### config.mk
export PLATFORM = sky130hd
export DESIGN_NAME = cc20_front
export DESIGN_NICKNAME = d
export VERILOG_FILES = /design/src/design/cc20_pkg.sv /design/src/design/cc20_front.sv
export SDC_FILE = /design/constraint.sdc
export NUM_CORES = 1
export LEC_CHECK = 0
export BUFFER_PORTS_ARGS = -buffer_cell sky130_fd_sc_hd__buf_4
export CORE_ASPECT_RATIO = 1.75
export CORE_UTILIZATION = 60
export CTS_BUF_LIST = sky130_fd_sc_hd__clkbuf_4 sky130_fd_sc_hd__clkbuf_8 sky130_fd_sc_hd__clkbuf_16
export DETAILED_ROUTE_END_ITERATION = 10
export PLACE_DENSITY = 0.88
export SETUP_SLACK_MARGIN = 0.02
export SLEW_MARGIN = 10
export SYNTH_ARGS = -nofsm -noshare
export SYNTH_HDL_FRONTEND = slang
export SYNTH_SLANG_ARGS = --single-unit
export TNS_END_PERCENT = 1
### constraint.sdc
create_clock -name clk -period 2.9 [get_ports clk]
set_input_delay 0.29 -clock clk [delete_from_list [all_inputs] [get_ports clk]]
set_output_delay 0.29 -clock clk [all_outputs]
set_load 0.01 [all_outputs]
### src/design/cc20_pkg.sv
`timescale 1ns / 1ps
// ----------------------------------------------------------------------------
// cc20_pkg: shared types and constants for the chacha20 stream core
// Word and block types, command format, register indexes and the
// half quarter-round used by the block generator.
// ----------------------------------------------------------------------------
package cc20_pkg;

	typedef logic [31:0] word_t;
	typedef logic [15:0][31:0] block_t;

	// "expand 32-byte k"
	localparam word_t SIGMA_0 = 32'h6170_7865;
	localparam word_t SIGMA_1 = 32'h3320_646e;
	localparam word_t SIGMA_2 = 32'h7962_2d32;
	localparam word_t SIGMA_3 = 32'h6b20_6574;

	localparam int unsigned ROT_A = 16;
	localparam int unsigned ROT_B = 12;
	localparam int unsigned ROT_C = 8;
	localparam int unsigned ROT_D = 7;

	// 10 double rounds, each double round is four half quarter-round steps
	localparam int unsigned DOUBLE_ROUNDS = 10;
	localparam int unsigned HALF_STEPS    = 4 * DOUBLE_ROUNDS;
	localparam int unsigned STEP_W        = $clog2(HALF_STEPS);
	typedef logic [STEP_W-1:0] step_t;
	localparam step_t LAST_STEP = step_t'(HALF_STEPS - 1);

	localparam int unsigned BLOCK_BYTES = 64;
	localparam int unsigned BIDX_W      = $clog2(BLOCK_BYTES);
	typedef logic [BIDX_W-1:0] bidx_t;
	typedef logic [BIDX_W:0]   pos_t;
	localparam pos_t POS_USED_UP = pos_t'(BLOCK_BYTES);

	// word queues between the parts
	localparam int unsigned CMDQ_DEPTH = 4;
	localparam int unsigned OUTQ_DEPTH = 4;

	// configuration register indexes
	typedef logic [2:0] cfg_idx_t;
	localparam cfg_idx_t CFG_KEY_BYTES_0_7    = 3'd0;
	localparam cfg_idx_t CFG_KEY_BYTES_8_15   = 3'd1;
	localparam cfg_idx_t CFG_KEY_BYTES_16_23  = 3'd2;
	localparam cfg_idx_t CFG_KEY_BYTES_24_31  = 3'd3;
	localparam cfg_idx_t CFG_NONCE_BYTES_0_7  = 3'd4;
	localparam cfg_idx_t CFG_NONCE_BYTES_8_11 = 3'd5;

	typedef struct packed {
		logic [7:0][31:0] key;
		logic [2:0][31:0] nonce;
	} cfg_t;

	// one classified input word for the back end
	typedef struct packed {
		logic [7:0] data;
		bidx_t      idx;
		logic       new_blk;
		word_t      ctr;
	} cmd_t;

	typedef struct packed {
		word_t a;
		word_t b;
		word_t c;
		word_t d;
	} quad_t;

	function automatic word_t rotl(input word_t x, input int unsigned n);
		return (x << n) | (x >> (32 - n));
	endfunction

	// first or second half of a quarter round
	function automatic quad_t half_qr(input quad_t q, input logic second);
		quad_t r;
		word_t t;
		r = q;
		r.a = q.a + q.b;
		t = q.d ^ r.a;
		r.d = second ? rotl(t, ROT_C) : rotl(t, ROT_A);
		r.c = q.c + r.d;
		t = q.b ^ r.c;
		r.b = second ? rotl(t, ROT_D) : rotl(t, ROT_B);
		return r;
	endfunction

endpackage

### src/design/cc20_front.sv
`timescale 1ns / 1ps
// ----------------------------------------------------------------------------
// cc20_front: input side of the chacha20 stream core
// Tracks keystream position and block counter, tags each byte with its
// keystream index or a new-block request, and queues it for the back end.
// ----------------------------------------------------------------------------
module cc20_front import cc20_pkg::*; (
	input  logic       clk,
	input  logic       arst_n,
	input  logic       push,
	input  logic [7:0] data_byte,
	input  logic       restart,
	output logic       full,
	output logic       cmd_valid,
	output cmd_t       cmd,
	input  logic       cmd_pop
);

	localparam int unsigned PTR_W = $clog2(CMDQ_DEPTH);
	localparam int unsigned CNT_W = $clog2(CMDQ_DEPTH + 1);

	pos_t             pos_q;
	word_t            ctr_q;
	cmd_t             q_mem [CMDQ_DEPTH];
	logic [PTR_W-1:0] wr_q;
	logic [PTR_W-1:0] rd_q;
	logic [CNT_W-1:0] cnt_q;
	logic             accept;
	logic             pop_ok;
	cmd_t             cmd_in;

	assign full      = (cnt_q == CNT_W'(CMDQ_DEPTH));
	assign cmd_valid = (cnt_q != '0);
	assign accept    = push && !full;
	assign pop_ok    = cmd_pop && cmd_valid;
	assign cmd       = q_mem[rd_q];

	// restart forces a fresh block with counter zero
	always_comb begin
		cmd_in.data    = data_byte;
		cmd_in.new_blk = restart || (pos_q == POS_USED_UP);
		cmd_in.idx     = cmd_in.new_blk ? '0 : pos_q[BIDX_W-1:0];
		cmd_in.ctr     = restart ? '0 : ctr_q;
	end

	always_ff @(posedge clk or negedge arst_n) begin
		if (!arst_n) begin
			pos_q <= POS_USED_UP;
			ctr_q <= '0;
			wr_q  <= '0;
			rd_q  <= '0;
			cnt_q <= '0;
		end else begin
			if (accept) begin
				wr_q <= wr_q + 1'b1;
				if (cmd_in.new_blk) begin
					ctr_q <= cmd_in.ctr + 32'd1;
					pos_q <= pos_t'(1);
				end else begin
					pos_q <= pos_q + 1'b1;
				end
			end
			if (pop_ok) begin
				rd_q <= rd_q + 1'b1;
			end
			cnt_q <= cnt_q + CNT_W'(accept) - CNT_W'(pop_ok);
		end
	end

	always_ff @(posedge clk) begin
		if (accept) begin
			q_mem[wr_q] <= cmd_in;
		end
	end

endmodule

==> metrics.md <==
| Metric | Value |
|---|---|
| Status | `finished clean` |
| VDD IR max | `0.5698 mV` |
| Sequential share of power | `43.0%` |
| Syn_nets | `578` |
| Pre-antenna DRT Iters | `7` |
| Largest net degree at the start of global routing | `47` |
| Internal power | `7548 uW` |
| CP bufs+invs | `1` |
| Share of cells above drive strength 1 | `29.69%` |
| CP max stage delay | `0.57 ns` |
| CTS HTree Levels | `1` |
| Fmax | `0.3874 GHz` |
| Slew HR | `57.31%` |
| Total Die Area | `0.01676 mm^2` |
| Worst r2r src | `cnt_q[1]` |
| Final hold vios | `0` |
| GRT overflow | `0` |
| CTS tree | `built` |
| Setup bufs post-CTS | `0` |
| Yosys reg bits | `234` |
| Post-CTS Hold Buffers | `9` |
| Crit path time final | `2.581 ns` |
| Clock network power share | `28.7%` |
| Crit Path Max Fanout | `13` |
| Fillers | `969` |
| Area of the multi-input gates | `0.002783 mm^2` |
| Netlist cell types | `51` |
| Sw Share | `27.87%` |
| Total Neg Setup Slack | `0 ns` |
| Final period util | `89.01%` |
| Post-CTS Resized | `0` |
| Cell breakdown of the critical path | `or3b_1, and2_4, xnor2_1, ha_1, inv_1, fa_1, xnor2_1, xnor2_1` |
| Routed Antenna Nets | `0` |
| Post-Route WL | `18980 um` |
| Initial antenna violation count | `0` |
| CP Data Required Time | `3.31 ns` |
| Setup Crit Path Kind | `flop to flop` |
| Slew @ Worst Pin | `0.6381 ns` |
| Synth Warn # | `0` |
| Placed cell areas | `0.01045 mm^2` |
| Most frequent cells in the layout | `188 x edfxtp_1, 63 x buf_4, 49 x nand2_1` |
| Power per Cell Area | `926.2 mW/mm^2` |
| Clock Pin Slew Worst Setup and Hold Paths | `0.07 ns` |
| Hold Crit Class | `input port to flop` |
| RSZ-0062 raised after global routing | `no` |
| Top-area cell type share of the netlist area | `57.97%` |
| Top delay family on crit path | `simple AND/OR/NAND/NOR gates` |
| Sw Pwr | `2916 uW` |
| Ant diodes | `0` |
| Wire length of the first global-routing pass | `30270 um` |
| # port buffers | `61` |
| Total track usage | `23.78%` |
| Skew-Pair Late Insertion Delay | `0.50 ns` |
| Yosys top cell by area | `edfxtp_1` |
| I/O Pins | `62` |
| CP Data Arrival Time | `2.99 ns` |
| Initial drt markers | `313` |
| Clock skew | `0.01256 ns` |
| Final Instance Count excl. Fillers | `839` |
| Syn Area/Cell | `17.51 um^2` |
| Synth top area cells | `edfxtp_1 58%, dfrtp_1 12%, mux4_2 11%, nor2b_1 2.0%, nand2_1 1.9%` |
| Worst Setup SP | `cnt_q[1]` |
| Startpoint Class | `flop` |
| Max-cap violations | `0` |
| Root buffer cell | `clkbuf_16` |
| Placement Rows | `61` |
| Via count | `5228` |
| Ys async rst share | `19.66%` |
| Post-synth EDFFs | `188` |
| Final setup fails | `0` |
| Predominant post-synthesis flop cell | `edfxtp_1` |
| Core box area | `0.01588 mm^2` |
| Clock buffer depth | `3` |
| Most common cell after layout, fill and taps aside | `edfxtp_1` |
| Vias in the first global route | `5704` |
| Vias per cell | `6.231` |
| Die W | `98.31 um` |
| Cells after Synth | `556` |
| Nets | `658` |
| Cts bufs inserted | `21` |
| Reg area | `0.006800 mm^2` |
| Finished Cell Area | `0.01130 mm^2` |
| Max Transition Viols Final | `0` |
| Die Ht | `170.5 um` |
| Crit end category | `flop` |
| Layout Utilization | `71.16%` |
| Post-synthesis to final-layout area growth | `16.01%` |
| Min-delay src | `cmd_pop` |
| CP max stage cell | `or3b_1` |
| Detail Placement HPWL | `11710 um` |
| Initial core utilization | `61.34%` |
| Clock sinks | `234` |
| GPL Wtd Cong | `0.9038` |
| Worst path most repeated cell | `xnor2_1` |
| Lkg Pwr | `0.004138 uW` |
| Drt wl/cell | `22.62 um` |
| Comb pwr share | `28.3%` |
| Placed cell count | `793` |
| Seq/Total Area, Yosys | `69.81%` |
| Worst Hold Slack | `0.09348 ns` |
| Synth Cell Area | `0.009738 mm^2` |
| Drt drc | `0` |
==> power groups by stage <==
stage	clock (uW)	sequential, uW	combinational [uW]
floorplan	0	4450	1830
global placement	0	4490	2890
detailed placement	0	4550	2980
CTS	3050	4490	3000
global route	3170	4540	3150
finish	3000	4500	2960
==> worst reg2reg max path: cells and delay by family (launching register included) <==
family	cells	cell delay (ns)
and+or+nand+nor	2	0.88
buffers and inverters	1	0.06
adders and majority gates	2	0.57
DFF	1	0.44
xor gates and xnor gates	3	0.56
==> metrics by stage <==
stage | power [uW] | setup slack (ns)
after floorplan | 6280 | 0.5884
after global placement | 7380 | 0.5704
after detailed placement | 7529 | 0.4142
after CTS | 10550 | 0.3344
after global routing | 10860 | 0.2014
final | 10460 | 0.3188
==> flip-flops by register name, summed over array words and instances, names as in the netlist <==
name / flops
q_mem: 188
ctr_q: 32
pos_q: 7
cnt_q: 3
rd_q: 2
wr_q: 2
==> layer usage <==
| layer | GRT usage [%] | wire [um] | vias up |
|---|---|---|---|
| met3 | 2.982 | 982 | 47 |
| met1 | 29.18 | 7277 | 2704 |
| met2 | 42.68 | 10190 | 195 |
| li1 | - | - | 2282 |
| met4 | 9.864 | 529 | 0 |
| met5 | 0 | 0 | - |
==> cell families (layout without fill, tap and decap cells) <==
logic type / count (synthesis) / after routing / synth area share (%)
muxes: 50 / 50 / 11.18
AOI/OAI and AO/OA: 19 / 19 / 1.156
and+or+nand+nor: 179 / 179 / 11.81
adders and majority gates: 9 / 9 / 1.234
DFF: 234 / 234 / 69.81
xor gates and xnor gates: 35 / 35 / 3.148
buffers and inverters: 30 / 124 / 1.670
==> final cells by class <==
class	count	share of cell area, %
repair buffers	78	6.047
multi-input cells	292	24.63
clock buffers	24	4.906
clock inverters	13	1.827
well taps	189	2.093
flip-flops and latches	234	60.19
inverters	9	0.2990
==> cells in the mapped netlist, types with 8 or more instances <==
library cell,number
mux4_2,47
nand4_1,8
edfxtp_1,188
buf_2,8
ha_1,8
nor2_1,18
nand3_1,20
nand2_1,49
xor2_1,18
xnor2_1,17
inv_1,9
dfrtp_1,45
nor2b_1,31
and3_1,10
==> worst paths after layout <==
check | endpoint | slack, ns | cells after the start
setup / recovery | cnt_q[2] | 0.32 | 8
hold / removal | rd_q[1] | 0.09 | 3
setup reg to reg | cnt_q[2] | 0.32 | 8
hold reg to reg | ctr_q[1] | 0.53 | 2
max in group asynchronous | rd_q[0] | 2.12 | 2
min in group asynchronous | ctr_q[22] | 0.34 | 2
Note: power is estimated with default switching activity, not from simulation.
