### src/design/cc20_pkg.sv
`timescale 1ns / 1ps
// ----------------------------------------------------------------------------
// cc20_pkg: shared types and constants for the chacha20 stream core
// Word and block types, command format, register indexes and the
// half quarter-round used by the block generator.
// ----------------------------------------------------------------------------
package cc20_pkg;

	typedef logic [31:0] word_t;
	typedef logic [15:0][31:0] block_t;

	// "expand 32-byte k"
	localparam word_t SIGMA_0 = 32'h6170_7865;
	localparam word_t SIGMA_1 = 32'h3320_646e;
	localparam word_t SIGMA_2 = 32'h7962_2d32;
	localparam word_t SIGMA_3 = 32'h6b20_6574;

	localparam int unsigned ROT_A = 16;
	localparam int unsigned ROT_B = 12;
	localparam int unsigned ROT_C = 8;
	localparam int unsigned ROT_D = 7;

	// 10 double rounds, each double round is four half quarter-round steps
	localparam int unsigned DOUBLE_ROUNDS = 10;
	localparam int unsigned HALF_STEPS    = 4 * DOUBLE_ROUNDS;
	localparam int unsigned STEP_W        = $clog2(HALF_STEPS);
	typedef logic [STEP_W-1:0] step_t;
	localparam step_t LAST_STEP = step_t'(HALF_STEPS - 1);

	localparam int unsigned BLOCK_BYTES = 64;
	localparam int unsigned BIDX_W      = $clog2(BLOCK_BYTES);
	typedef logic [BIDX_W-1:0] bidx_t;
	typedef logic [BIDX_W:0]   pos_t;
	localparam pos_t POS_USED_UP = pos_t'(BLOCK_BYTES);

	// word queues between the parts
	localparam int unsigned CMDQ_DEPTH = 4;
	localparam int unsigned OUTQ_DEPTH = 4;

	// configuration register indexes
	typedef logic [2:0] cfg_idx_t;
	localparam cfg_idx_t CFG_KEY_BYTES_0_7    = 3'd0;
	localparam cfg_idx_t CFG_KEY_BYTES_8_15   = 3'd1;
	localparam cfg_idx_t CFG_KEY_BYTES_16_23  = 3'd2;
	localparam cfg_idx_t CFG_KEY_BYTES_24_31  = 3'd3;
	localparam cfg_idx_t CFG_NONCE_BYTES_0_7  = 3'd4;
	localparam cfg_idx_t CFG_NONCE_BYTES_8_11 = 3'd5;

	typedef struct packed {
		logic [7:0][31:0] key;
		logic [2:0][31:0] nonce;
	} cfg_t;

	// one classified input word for the back end
	typedef struct packed {
		logic [7:0] data;
		bidx_t      idx;
		logic       new_blk;
		word_t      ctr;
	} cmd_t;

	typedef struct packed {
		word_t a;
		word_t b;
		word_t c;
		word_t d;
	} quad_t;

	function automatic word_t rotl(input word_t x, input int unsigned n);
		return (x << n) | (x >> (32 - n));
	endfunction

	// first or second half of a quarter round
	function automatic quad_t half_qr(input quad_t q, input logic second);
		quad_t r;
		word_t t;
		r = q;
		r.a = q.a + q.b;
		t = q.d ^ r.a;
		r.d = second ? rotl(t, ROT_C) : rotl(t, ROT_A);
		r.c = q.c + r.d;
		t = q.b ^ r.c;
		r.b = second ? rotl(t, ROT_D) : rotl(t, ROT_B);
		return r;
	endfunction

endpackage

### src/design/cc20_back.sv
`timescale 1ns / 1ps
// ----------------------------------------------------------------------------
// cc20_back: execution side of the chacha20 stream core
// Starts block generation when a word asks for it, holds the keystream
// block, xors each byte and queues results.
// ----------------------------------------------------------------------------
module cc20_back import cc20_pkg::*; (
	input  logic       clk,
	input  logic       arst_n,
	input  logic       cmd_valid,
	input  cmd_t       cmd,
	output logic       cmd_pop,
	output logic       blk_start,
	output word_t      blk_ctr,
	input  logic       blk_done,
	input  block_t     blk_ks,
	output logic       empty,
	input  logic       pop,
	output logic [7:0] result_byte
);

	localparam int unsigned PTR_W = $clog2(OUTQ_DEPTH);
	localparam int unsigned CNT_W = $clog2(OUTQ_DEPTH + 1);

	typedef enum logic {
		ST_RUN,
		ST_GEN
	} state_t;

	state_t           state_q;
	logic             made_q;
	logic             start_q;
	block_t           ks_q;
	logic       [7:0] oq_mem [OUTQ_DEPTH];
	logic [PTR_W-1:0] owr_q;
	logic [PTR_W-1:0] ord_q;
	logic [CNT_W-1:0] ocnt_q;
	logic             oq_full;
	logic             pop_ok;
	logic       [7:0] ks_byte;
	logic             need_blk;

	assign oq_full     = (ocnt_q == CNT_W'(OUTQ_DEPTH));
	assign empty       = (ocnt_q == '0);
	assign pop_ok      = pop && !empty;
	assign result_byte = oq_mem[ord_q];
	assign blk_start   = start_q;
	assign blk_ctr     = cmd.ctr;

	assign need_blk = cmd_valid && cmd.new_blk && !made_q;
	assign cmd_pop  = (state_q == ST_RUN) && cmd_valid
		&& (!cmd.new_blk || made_q) && !oq_full;
	assign ks_byte  = ks_q[cmd.idx[BIDX_W-1:2]][{cmd.idx[1:0], 3'b000} +: 8];

	always_ff @(posedge clk or negedge arst_n) begin
		if (!arst_n) begin
			state_q <= ST_RUN;
			made_q  <= 1'b0;
			start_q <= 1'b0;
		end else begin
			start_q <= 1'b0;
			unique case (state_q)
				ST_RUN: begin
					if (need_blk) begin
						state_q <= ST_GEN;
						start_q <= 1'b1;
					end else if (cmd_pop) begin
						made_q <= 1'b0;
					end
				end
				ST_GEN: begin
					if (blk_done) begin
						state_q <= ST_RUN;
						made_q  <= 1'b1;
					end
				end
				default: begin
					state_q <= ST_RUN;
				end
			endcase
		end
	end

	always_ff @(posedge clk) begin
		if (blk_done) begin
			ks_q <= blk_ks;
		end
	end

	always_ff @(posedge clk or negedge arst_n) begin
		if (!arst_n) begin
			owr_q  <= '0;
			ord_q  <= '0;
			ocnt_q <= '0;
		end else begin
			if (cmd_pop) begin
				owr_q <= owr_q + 1'b1;
			end
			if (pop_ok) begin
				ord_q <= ord_q + 1'b1;
			end
			ocnt_q <= ocnt_q + CNT_W'(cmd_pop) - CNT_W'(pop_ok);
		end
	end

	always_ff @(posedge clk) begin
		if (cmd_pop) begin
			oq_mem[owr_q] <= cmd.data ^ ks_byte;
		end
	end

endmodule

### config.mk
export PLATFORM = sky130hd
export DESIGN_NAME = cc20_back
export DESIGN_NICKNAME = d
export VERILOG_FILES = /design/src/design/cc20_pkg.sv /design/src/design/cc20_back.sv
export SDC_FILE = /design/constraint.sdc
export NUM_CORES = 1
export LEC_CHECK = 0
export BUFFER_PORTS_ARGS = -buffer_cell sky130_fd_sc_hd__clkbuf_2
export CAP_MARGIN = 15
export CORE_ASPECT_RATIO = 0.75
export CORE_MARGIN = 8
export CORE_UTILIZATION = 47
export DETAILED_ROUTE_END_ITERATION = 16
export GPL_TIMING_DRIVEN = 0
export PLACE_DENSITY = 0.76
export SYNTH_ARGS = -nofsm -noshare
export SYNTH_HDL_FRONTEND = slang
export SYNTH_SLANG_ARGS = --single-unit
### constraint.sdc
create_clock -name clk -period 1.8 [get_ports clk]
set_input_delay 0.36 -clock clk [delete_from_list [all_inputs] [get_ports clk]]
set_output_delay 0.36 -clock clk [all_outputs]
set_load 0.005 [all_outputs]
==> results of run 1 <==
-- cells by family after synthesis --
group | Yosys count | synth area share (%)
AOI/OAI and AO/OA | 113 | 3.711
xor gates and xnor gates | 13 | 0.5188
buffers and inverters | 91 | 2.856
DFF | 554 | 75.57
adders and majority gates | 7 | 0.4333
muxes | 199 | 14.79
and+or+nand+nor | 86 | 2.121
-- cells in the mapped netlist (2+ instances only) --
library cell / number
sky130_fd_sc_hd__buf_6: 11
sky130_fd_sc_hd__xor2_1: 2
sky130_fd_sc_hd__mux2i_1: 94
sky130_fd_sc_hd__nand3_1: 19
sky130_fd_sc_hd__a221oi_2: 2
sky130_fd_sc_hd__nor2_1: 16
sky130_fd_sc_hd__nand2b_1: 7
sky130_fd_sc_hd__o41ai_1: 3
sky130_fd_sc_hd__xnor2_1: 11
sky130_fd_sc_hd__and2_1: 7
sky130_fd_sc_hd__nor2b_1: 9
sky130_fd_sc_hd__mux4_1: 17
sky130_fd_sc_hd__o21ai_0: 4
sky130_fd_sc_hd__o22ai_1: 28
sky130_fd_sc_hd__a22oi_1: 45
sky130_fd_sc_hd__a221oi_1: 2
sky130_fd_sc_hd__or2_2: 2
sky130_fd_sc_hd__a211oi_1: 5
sky130_fd_sc_hd__mux2_2: 11
sky130_fd_sc_hd__buf_4: 47
sky130_fd_sc_hd__a31oi_1: 9
sky130_fd_sc_hd__a21oi_1: 5
sky130_fd_sc_hd__nand2_1: 11
sky130_fd_sc_hd__o221ai_1: 3
sky130_fd_sc_hd__a22o_1: 4
sky130_fd_sc_hd__inv_1: 7
sky130_fd_sc_hd__clkbuf_1: 12
sky130_fd_sc_hd__ha_1: 6
sky130_fd_sc_hd__mux4_2: 77
sky130_fd_sc_hd__nand4_1: 4
sky130_fd_sc_hd__and4b_1: 3
sky130_fd_sc_hd__dfrtp_1: 10
sky130_fd_sc_hd__edfxtp_1: 544
sky130_fd_sc_hd__buf_2: 12
-- stage by stage --
step                      hold slack [ns]  area [um^2]  setup WS [ns]
after floorplan                   0.06441        22080        -0.2782
after global placement             0.2303        25720         -7.796
after detailed placement           0.2406        25840         -1.544
==> flow_metrics.tcl, run 1 <==
set metrics [dict create \
    num_rows 68 \
    floorplan.io_pins 607 \
    synth-seq-area-share_pct 75.57 \
    ctsHoldBuffers 475 \
    postCtsResizedCells 100 \
    fp.dieH_um 203.1 \
    synth_seq_cells 554 \
    cts_root_buf "sky130_fd_sc_hd__clkbuf_16" \
    synth.net_count 1634 \
    yosys_warnings 0 \
    dpl.hpwl_um 50410 \
    synth_top_cell_area_share_pct 74.43 \
    numClockSinks 554 \
    cts.repair_timing.setup_buffer_count 13 \
    ys_top_cells_by_area "sky130_fd_sc_hd__edfxtp_1 (74%), sky130_fd_sc_hd__mux4_2 (7.9%), sky130_fd_sc_hd__mux2i_1 (4.3%)" \
    synth.cell_area_mm2 0.02195 \
    placement.io_buffers 570 \
    numCtsBuffers 52 \
    cts_htree_levels 2 \
    count_of_flip_flops_with_a_built_in_enable_after_synthesis 544 \
    synth-main-ff-cell "sky130_fd_sc_hd__edfxtp_1" \
    clk_path_buf_depth 3 \
    count_of_unique_library_cells_instantiated_by_yosys 48 \
    stop_stage "clock tree synthesis" \
    toolErrorMsg "[ERROR RSZ-0060] Max buffer count reached." \
    status "aborted with a tool error" \
    dp.cells 2267 \
    cells_after_synthesis 1063 \
    dieWidth_um 265.5 \
    synth_area_per_cell_um2 20.65 \
    library_cell_occupying_the_most_area_in_the_post_synthesis_netlist "sky130_fd_sc_hd__edfxtp_1" \
    routabilityCongestion 0.8384 \
    initial_standard_cell_utilization_of_the_core_pct 47.68 \
    asr_flop_ratio_synth_pct 1.805 \
]
==> run 2, diff against run 1 <==
--- a/config.mk
+++ b/config.mk
@@ -7,12 +7,11 @@
 export LEC_CHECK = 0
 export BUFFER_PORTS_ARGS = -buffer_cell sky130_fd_sc_hd__clkbuf_2
 export CAP_MARGIN = 15
-export CORE_ASPECT_RATIO = 0.75
 export CORE_MARGIN = 8
-export CORE_UTILIZATION = 47
+export CORE_UTILIZATION = 35
 export DETAILED_ROUTE_END_ITERATION = 16
 export GPL_TIMING_DRIVEN = 0
-export PLACE_DENSITY = 0.76
+export PLACE_DENSITY_LB_ADDON = 0.15
 export SYNTH_ARGS = -nofsm -noshare
 export SYNTH_HDL_FRONTEND = slang
 export SYNTH_SLANG_ARGS = --single-unit
==> constraint.sdc (replaced) <==
create_clock -name clk -period 2.3 [get_ports clk]
set_input_delay 0.46 -clock clk [delete_from_list [all_inputs] [get_ports clk]]
set_output_delay 0.46 -clock clk [all_outputs]
set_load 0.005 [all_outputs]
==> flow_metrics.tcl, run 2 <==
set metrics [dict create \
    timing.final.hold_violations 0 \
    timing.critical_path.cells "buf_12 -> mux4_2 -> clkbuf_2" \
    grt_remaining_overflow 0 \
    dr.pass1.iters 5 \
    min_period_over_period_pct 100.2 \
    detailroute.via_count 14440 \
    cts.clk_slew.worst_paths_ns 0.06 \
    max-slew-margin-rel_pct 44.78 \
    achievable-frequency_mhz 434.0 \
    status "finished, violations left" \
    pwr_density_cell_mw_per_mm2 789.1 \
    top_regs "ks_q x512, oq_mem x32, ocnt_q x3" \
    core-area_mm2 0.06250 \
    fin_worst_hold_slack_ns 0.04731 \
    clock_insertion_delay_worst_skew_ns 0.61 \
    largest_reg_flops 512 \
    track_usage_pct 20.75 \
    drt-initial-drc-count 1027 \
    numCtsBuffers 60 \
    wirelength_um 75320 \
    layout_setup_ws_ns -0.004261 \
    tritoncts_clock_tree "yes" \
    leading_cell_type_in_the_layout_fill_and_taps_excluded "sky130_fd_sc_hd__clkbuf_2" \
    total_leakage_power_nw 12.86 \
    worst-path-max-fanout 5 \
    count_of_flip_flops_with_a_built_in_enable_after_synthesis 544 \
    failed_checks "negative setup slack" \
    numClockSinks 554 \
    count_of_unique_library_cells_instantiated_by_yosys 48 \
    num_rows 92 \
    cells_after_synthesis 1063 \
    rsz0062_at_grt "yes" \
    floorplan.io_pins 607 \
    synth-main-ff-cell "sky130_fd_sc_hd__edfxtp_1" \
    cts_root_buf "sky130_fd_sc_hd__clkbuf_16" \
    fin_crit_ns 2.304 \
    grt_pass1_wl_um 108300 \
    synth_top_cell_area_share_pct 74.43 \
    cp.arrival_ns 1.84 \
    placement.io_buffers 570 \
    grt_antenna_before_repair 19 \
    synth-seq-area-share_pct 75.57 \
    cp.required_ns 1.84 \
    criticalPathCategory "register to primary output" \
    top_register_by_number_of_flip_flops "ks_q" \
    fin_nets 2693 \
    cts_htree_levels 2 \
    initial_standard_cell_utilization_of_the_core_pct 35.11 \
    grt_pass1_vias 16440 \
    slew_violations 0 \
    library_cell_occupying_the_most_area_in_the_post_synthesis_netlist "sky130_fd_sc_hd__edfxtp_1" \
    dpl.hpwl_um 55090 \
    cpPeakStageDelay_ns 0.49 \
    route.detailed.wl_per_inst_um 24.83 \
    totalPowerFinal_w 0.02577 \
    timing.critical_path.from_type "register" \
    ys_top_cells_by_area "sky130_fd_sc_hd__edfxtp_1 (74%), sky130_fd_sc_hd__mux4_2 (7.9%), sky130_fd_sc_hd__mux2i_1 (4.3%)" \
    post_synth_most_frequent_cells "sky130_fd_sc_hd__edfxtp_1 (544), sky130_fd_sc_hd__mux2i_1 (94), sky130_fd_sc_hd__mux4_2 (77), sky130_fd_sc_hd__buf_4 (47), sky130_fd_sc_hd__a22oi_1 (45)" \
    synth.cell_area_mm2 0.02195 \
    peakVddDrop_uv 579.2 \
    ant_nets 0 \
    setup_viols_final 1 \
    fp.dieArea_mm2 0.07097 \
    synth.net_count 1634 \
    drc 0 \
    fp.dieH_um 266.4 \
    synth_most_common_cell "sky130_fd_sc_hd__edfxtp_1" \
    timing.max_cap.violations 0 \
    asr_flop_ratio_synth_pct 1.805 \
    setup.worst_path.end_class "primary output" \
    finalClockSkew_ns 0.02039 \
    cpMaxStageDelayCell "sky130_fd_sc_hd__dfrtp_4" \
    yosys_warnings 0 \
    pin_count_of_the_biggest_net_entering_global_routing 123 \
    min-delay-path-class "primary input to register" \
    crit_buf_inv 2 \
    worst_path_dominant_cell_family "flip-flops" \
    drive_above_1_share_pct 40.50 \
    synth_seq_cells 554 \
    final_cell_mix "sky130_fd_sc_hd__clkbuf_2 (575), sky130_fd_sc_hd__edfxtp_1 (544), sky130_fd_sc_hd__dlygate4sd3_1 (421), sky130_fd_sc_hd__mux2i_1 (94), sky130_fd_sc_hd__mux4_2 (80)" \
    layout-area-overhead-vs-synth_pct 48.81 \
    routabilityCongestion 0.8178 \
    clk_path_buf_depth 3 \
    synth_area_per_cell_um2 20.65 \
    dieWidth_um 266.4 \
    transition_time_at_the_pin_with_the_least_slew_margin_ns 0.8283 \
    route.detailed.vias_per_inst 4.760 \
]
-- run 2: cell counts after synthesis --
Identical to the previous run, type by type.
-- run 2: area by class of cell --
cell class              count  area, um^2
clock buffers              71        1585
flip-flops and latches    554       16590
plain buffers              82       638.1
fillers                  5169       29850
multi-input cells         418        5055
well taps                 846        1059
repair buffers            999        7232
inverters                   7       26.28
clock inverters            42       439.2
diodes                     14       35.03
-- run 2: timing repair --
action	in CTS	in global routing
gates resized for setup	59	19
buffers inserted	3	1
hold buffers	420	1
endpoints found under the setup margin	41	41
hold endpoints to repair	429	1
pin swaps	4	6
-- run 2: logic make-up after synthesis --
logic type                 synth area share [%]
DFF                                       75.57
xor gates and xnor gates                 0.5188
buffers and inverters                     2.856
muxes                                     14.79
and+or+nand+nor                           2.121
adders and majority gates                0.4333
AOI/OAI and AO/OA                         3.711
-- run 2: worst reg2reg max path, stage by stage (launching register included) --
cell and delay, ns:
sky130_fd_sc_hd__edfxtp_1 0.39, sky130_fd_sc_hd__mux4_2 0.50, sky130_fd_sc_hd__a22o_1 0.29, sky130_fd_sc_hd__a221oi_4 0.28
sky130_fd_sc_hd__a31oi_4 0.16, sky130_fd_sc_hd__a31oi_4 0.22, sky130_fd_sc_hd__xnor2_2 0.11
-- run 2: report_power, final --
part	internal, W	switching (W)
clock	0.00591	0.00398
combinational	0.00189	0.00160
sequential	0.0121	0.000296
total	0.0199	0.00587
-- run 2: routing by layer --
layer | GRT usage (%) | vias up | part of all wire, %
met5 | 0 | - | 0.045
met4 | 5.027 | 6 | 1.8
met3 | 4.265 | 96 | 6.1
met2 | 36.57 | 541 | 52
met1 | 26.03 | 7258 | 40
li1 | - | 6535 | -
-- run 2: stage by stage --
stage	TNS [ns]	setup slack [ns]	cells	area, um^2	utilization (%)
after floorplan	0	0.01433	1063	21950	-
after global placement	-4025.97	-7.989	2479	25860	41.37
after detailed placement	-89.49	-1.434	2483	25980	41.56
after CTS	-0.2733	-0.05999	3017	32530	52.04
after global routing	-0.3468	-0.05810	3032	32660	52.25
final	-0.004261	-0.004261	3033	32660	52.25
-- run 2: final timing paths --
check / from / end / slack (ns) / cells after the start
setup / recovery: ord_q[0] / result_byte[1] / -0.004 / 3
hold / removal: blk_ks[332] / ks_q[332] / 0.05 / 1
setup reg to reg: ks_q[236] / oq_mem[0][4] / 0.09 / 6
hold reg to reg: ocnt_q[2] / ocnt_q[2] / 0.50 / 1
max in group asynchronous: arst_n / ord_q[0] / 1.82 / 2
min in group asynchronous: arst_n / blk_start / 0.26 / 2
Note: power is estimated with default switching activity, not from simulation.
==> run 3, diff against run 2 <==
--- a/config.mk
+++ b/config.mk
@@ -7,11 +7,13 @@
 export LEC_CHECK = 0
 export BUFFER_PORTS_ARGS = -buffer_cell sky130_fd_sc_hd__clkbuf_2
 export CAP_MARGIN = 15
-export CORE_MARGIN = 8
+export CORE_MARGIN = 4
 export CORE_UTILIZATION = 35
+export CTS_BUF_LIST = sky130_fd_sc_hd__clkbuf_8
 export DETAILED_ROUTE_END_ITERATION = 16
 export GPL_TIMING_DRIVEN = 0
 export PLACE_DENSITY_LB_ADDON = 0.15
 export SYNTH_ARGS = -nofsm -noshare
 export SYNTH_HDL_FRONTEND = slang
 export SYNTH_SLANG_ARGS = --single-unit
+export TNS_END_PERCENT = 10
==> flow_metrics.tcl, run 3 (synthesized netlist as in run 2, its figures left out) <==
set metrics [dict create \
    grtUsageMet1_pct 27.08 \
    grt_antenna_before_repair 17 \
    rsz0062_at_grt "yes" \
    worst_hold_startpoint "cmd[44]" \
    leading_cell_type_in_the_layout_fill_and_taps_excluded "sky130_fd_sc_hd__clkbuf_2" \
    grt_pass1_vias 16840 \
    numCtsBuffers 98 \
    cpMaxStageDelayCell "sky130_fd_sc_hd__dfrtp_4" \
    layout_setup_ws_ns -0.07375 \
    rr_startpoint "ks_q[339]" \
    slew_violations 0 \
    reg2reg_setup_slack_ns 0.05 \
    crit_buf_inv 2 \
    ant_nets 0 \
    track_usage_pct 22.14 \
    fp.dieArea_mm2 0.06678 \
    worst_path_dominant_cell_family "flip-flops" \
    grt_pass1_wl_um 108400 \
    timing.critical_path.from_type "register" \
    drive_above_1_share_pct 39.23 \
    transition_time_at_the_pin_with_the_least_slew_margin_ns 0.9060 \
    routabilityCongestion 0.8057 \
    layout-area-overhead-vs-synth_pct 51.95 \
    timing.max_cap.violations 0 \
    route.detailed.wl_per_inst_um 23.70 \
    timing.final.hold_violations 0 \
    status "finished, violations left" \
    clk_path_buf_depth 3 \
    tns_ns -0.2926 \
    cp.required_ns 1.84 \
    top_regs "ks_q x512, oq_mem x32, ocnt_q x3" \
    cts_htree_levels 3 \
    drt-initial-drc-count 936 \
    peakVddDrop_uv 522.0 \
    fin_nets 2823 \
    max-slew-margin-rel_pct 39.60 \
    core-area_mm2 0.06194 \
    placement.io_buffers 570 \
    global_route.peak_usage_layer "met2" \
    worst-path-max-fanout 5 \
    top_register_by_number_of_flip_flops "ks_q" \
    fp.dieH_um 258.4 \
    stdcell_area_mm2 0.03335 \
    fin_worst_hold_slack_ns 0.1239 \
    dpl.hpwl_um 53590 \
    placement.cell_area_mm2 0.02597 \
    floorplan.io_pins 607 \
    drc 0 \
    totalPowerFinal_w 0.02438 \
    timing.critical_path.cells "buf_12 -> mux4_2 -> clkbuf_2" \
    failed_checks "negative setup slack" \
    dieWidth_um 258.4 \
    num_rows 91 \
    filler_cell_count 5083 \
    dr.pass1.iters 5 \
    setup.worst_path.end_class "primary output" \
    cts_root_buf "sky130_fd_sc_hd__clkbuf_8" \
    cp_startpoint "ord_q[0]" \
    min_period_over_period_pct 103.2 \
    largest_reg_flops 512 \
    fin_crit_ns 2.374 \
    preCtsSetupSlack_ns -1.569 \
    met2_usage_pct 38.98 \
    cts.clk_slew.worst_paths_ns 0.06 \
    setup_viols_final 8 \
    final_cell_mix "sky130_fd_sc_hd__clkbuf_2 (573), sky130_fd_sc_hd__edfxtp_1 (544), sky130_fd_sc_hd__dlygate4sd3_1 (514), sky130_fd_sc_hd__clkbuf_8 (105), sky130_fd_sc_hd__mux2i_1 (94)" \
    cp.arrival_ns 1.91 \
    grt_remaining_overflow 0 \
    clock_insertion_delay_worst_skew_ns 0.70 \
    total_leakage_power_nw 13.27 \
    achievable-frequency_mhz 421.3 \
    finalClockSkew_ns 0.03813 \
    initial_standard_cell_utilization_of_the_core_pct 35.43 \
    wirelength_um 75300 \
    detailroute.via_count 15040 \
    route.detailed.vias_per_inst 4.735 \
    pwr_density_cell_mw_per_mm2 731.0 \
    min-delay-path-class "primary input to register" \
    tritoncts_clock_tree "yes" \
    use_met3_pct 6.274 \
    criticalPathCategory "register to primary output" \
    cpPeakStageDelay_ns 0.49 \
    pin_count_of_the_biggest_net_entering_global_routing 124 \
    numClockSinks 554 \
]
run 3: cell types whose count changed in the layout (fill, tap and decap cells not counted), sizes merged, moves of 4 or more:
cell and delta:
clkbuf +34, bufinv -9, dlygate4sd3 +93, inv +35, diode +4
run 3: metal layers:
layer	wire, um	part of all wire (%)	vias to the layer above
li1	-	-	6812
met1	29780	40	7498
met2	38750	51	594
met3	5196	6.9	128
met4	1515	2.0	10
met5	62	0.082	-
run 3: stage by stage:
stage | utilization (%) | instances
finish | 53.84 | 3177
detailed placement | 41.92 | 2474
global route | 53.81 | 3169
CTS | 53.49 | 3158
floorplan | - | 1063
global placement | 41.73 | 2470
run 3: power breakdown:
part	total (W)	internal [W]	leakage [nW]	switching, W
logic	0.00368	0.00201	6.83	0.00167
registers	0.0124	0.0121	5.42	0.000312
clock network	0.00827	0.00418	1.02	0.00410
run 3: final timing paths:
kind                       depth (start not counted)        endpoint
max                                                3  result_byte[1]
min                                                2    oq_mem[2][5]
max reg2reg                                        6    oq_mem[1][3]
min reg2reg                                        2          made_q
max in group asynchronous                          2        ord_q[0]
min in group asynchronous                          2        owr_q[1]
run 3: layout make-up:
class / count / area, um^2 / area share, %
diodes: 18 / 45.04 / 0.1351
plain buffers: 82 / 648.1 / 1.943
flip-flops and latches: 554 / 16590 / 49.75
repair buffers: 1091 / 8162 / 24.47
well taps: 837 / 1047 / 3.140
clock inverters: 66 / 302.8 / 0.9080
clock buffers: 104 / 1431 / 4.292
multi-input cells: 418 / 5096 / 15.28
inverters: 7 / 26.28 / 0.07879
run 3: worst register-to-register path, delay by kind of cell (launching register included):
kind / cells / cell delay, ns
AND/OR/NAND/NOR: 1 / 0.19
XOR/XNOR: 1 / 0.13
multiplexers: 2 / 0.82
flip-flops: 1 / 0.38
AO/OA/AOI/OAI: 2 / 0.44
run 3: repair_timing:
action                     in CTS  in global routing
hold buffers                  514                  0
gates resized for setup        53                 33
setup endpoints to repair      41                 42
pin swaps                       1                  4
setup buffers                   2                  1
hold endpoints to repair      523                  0
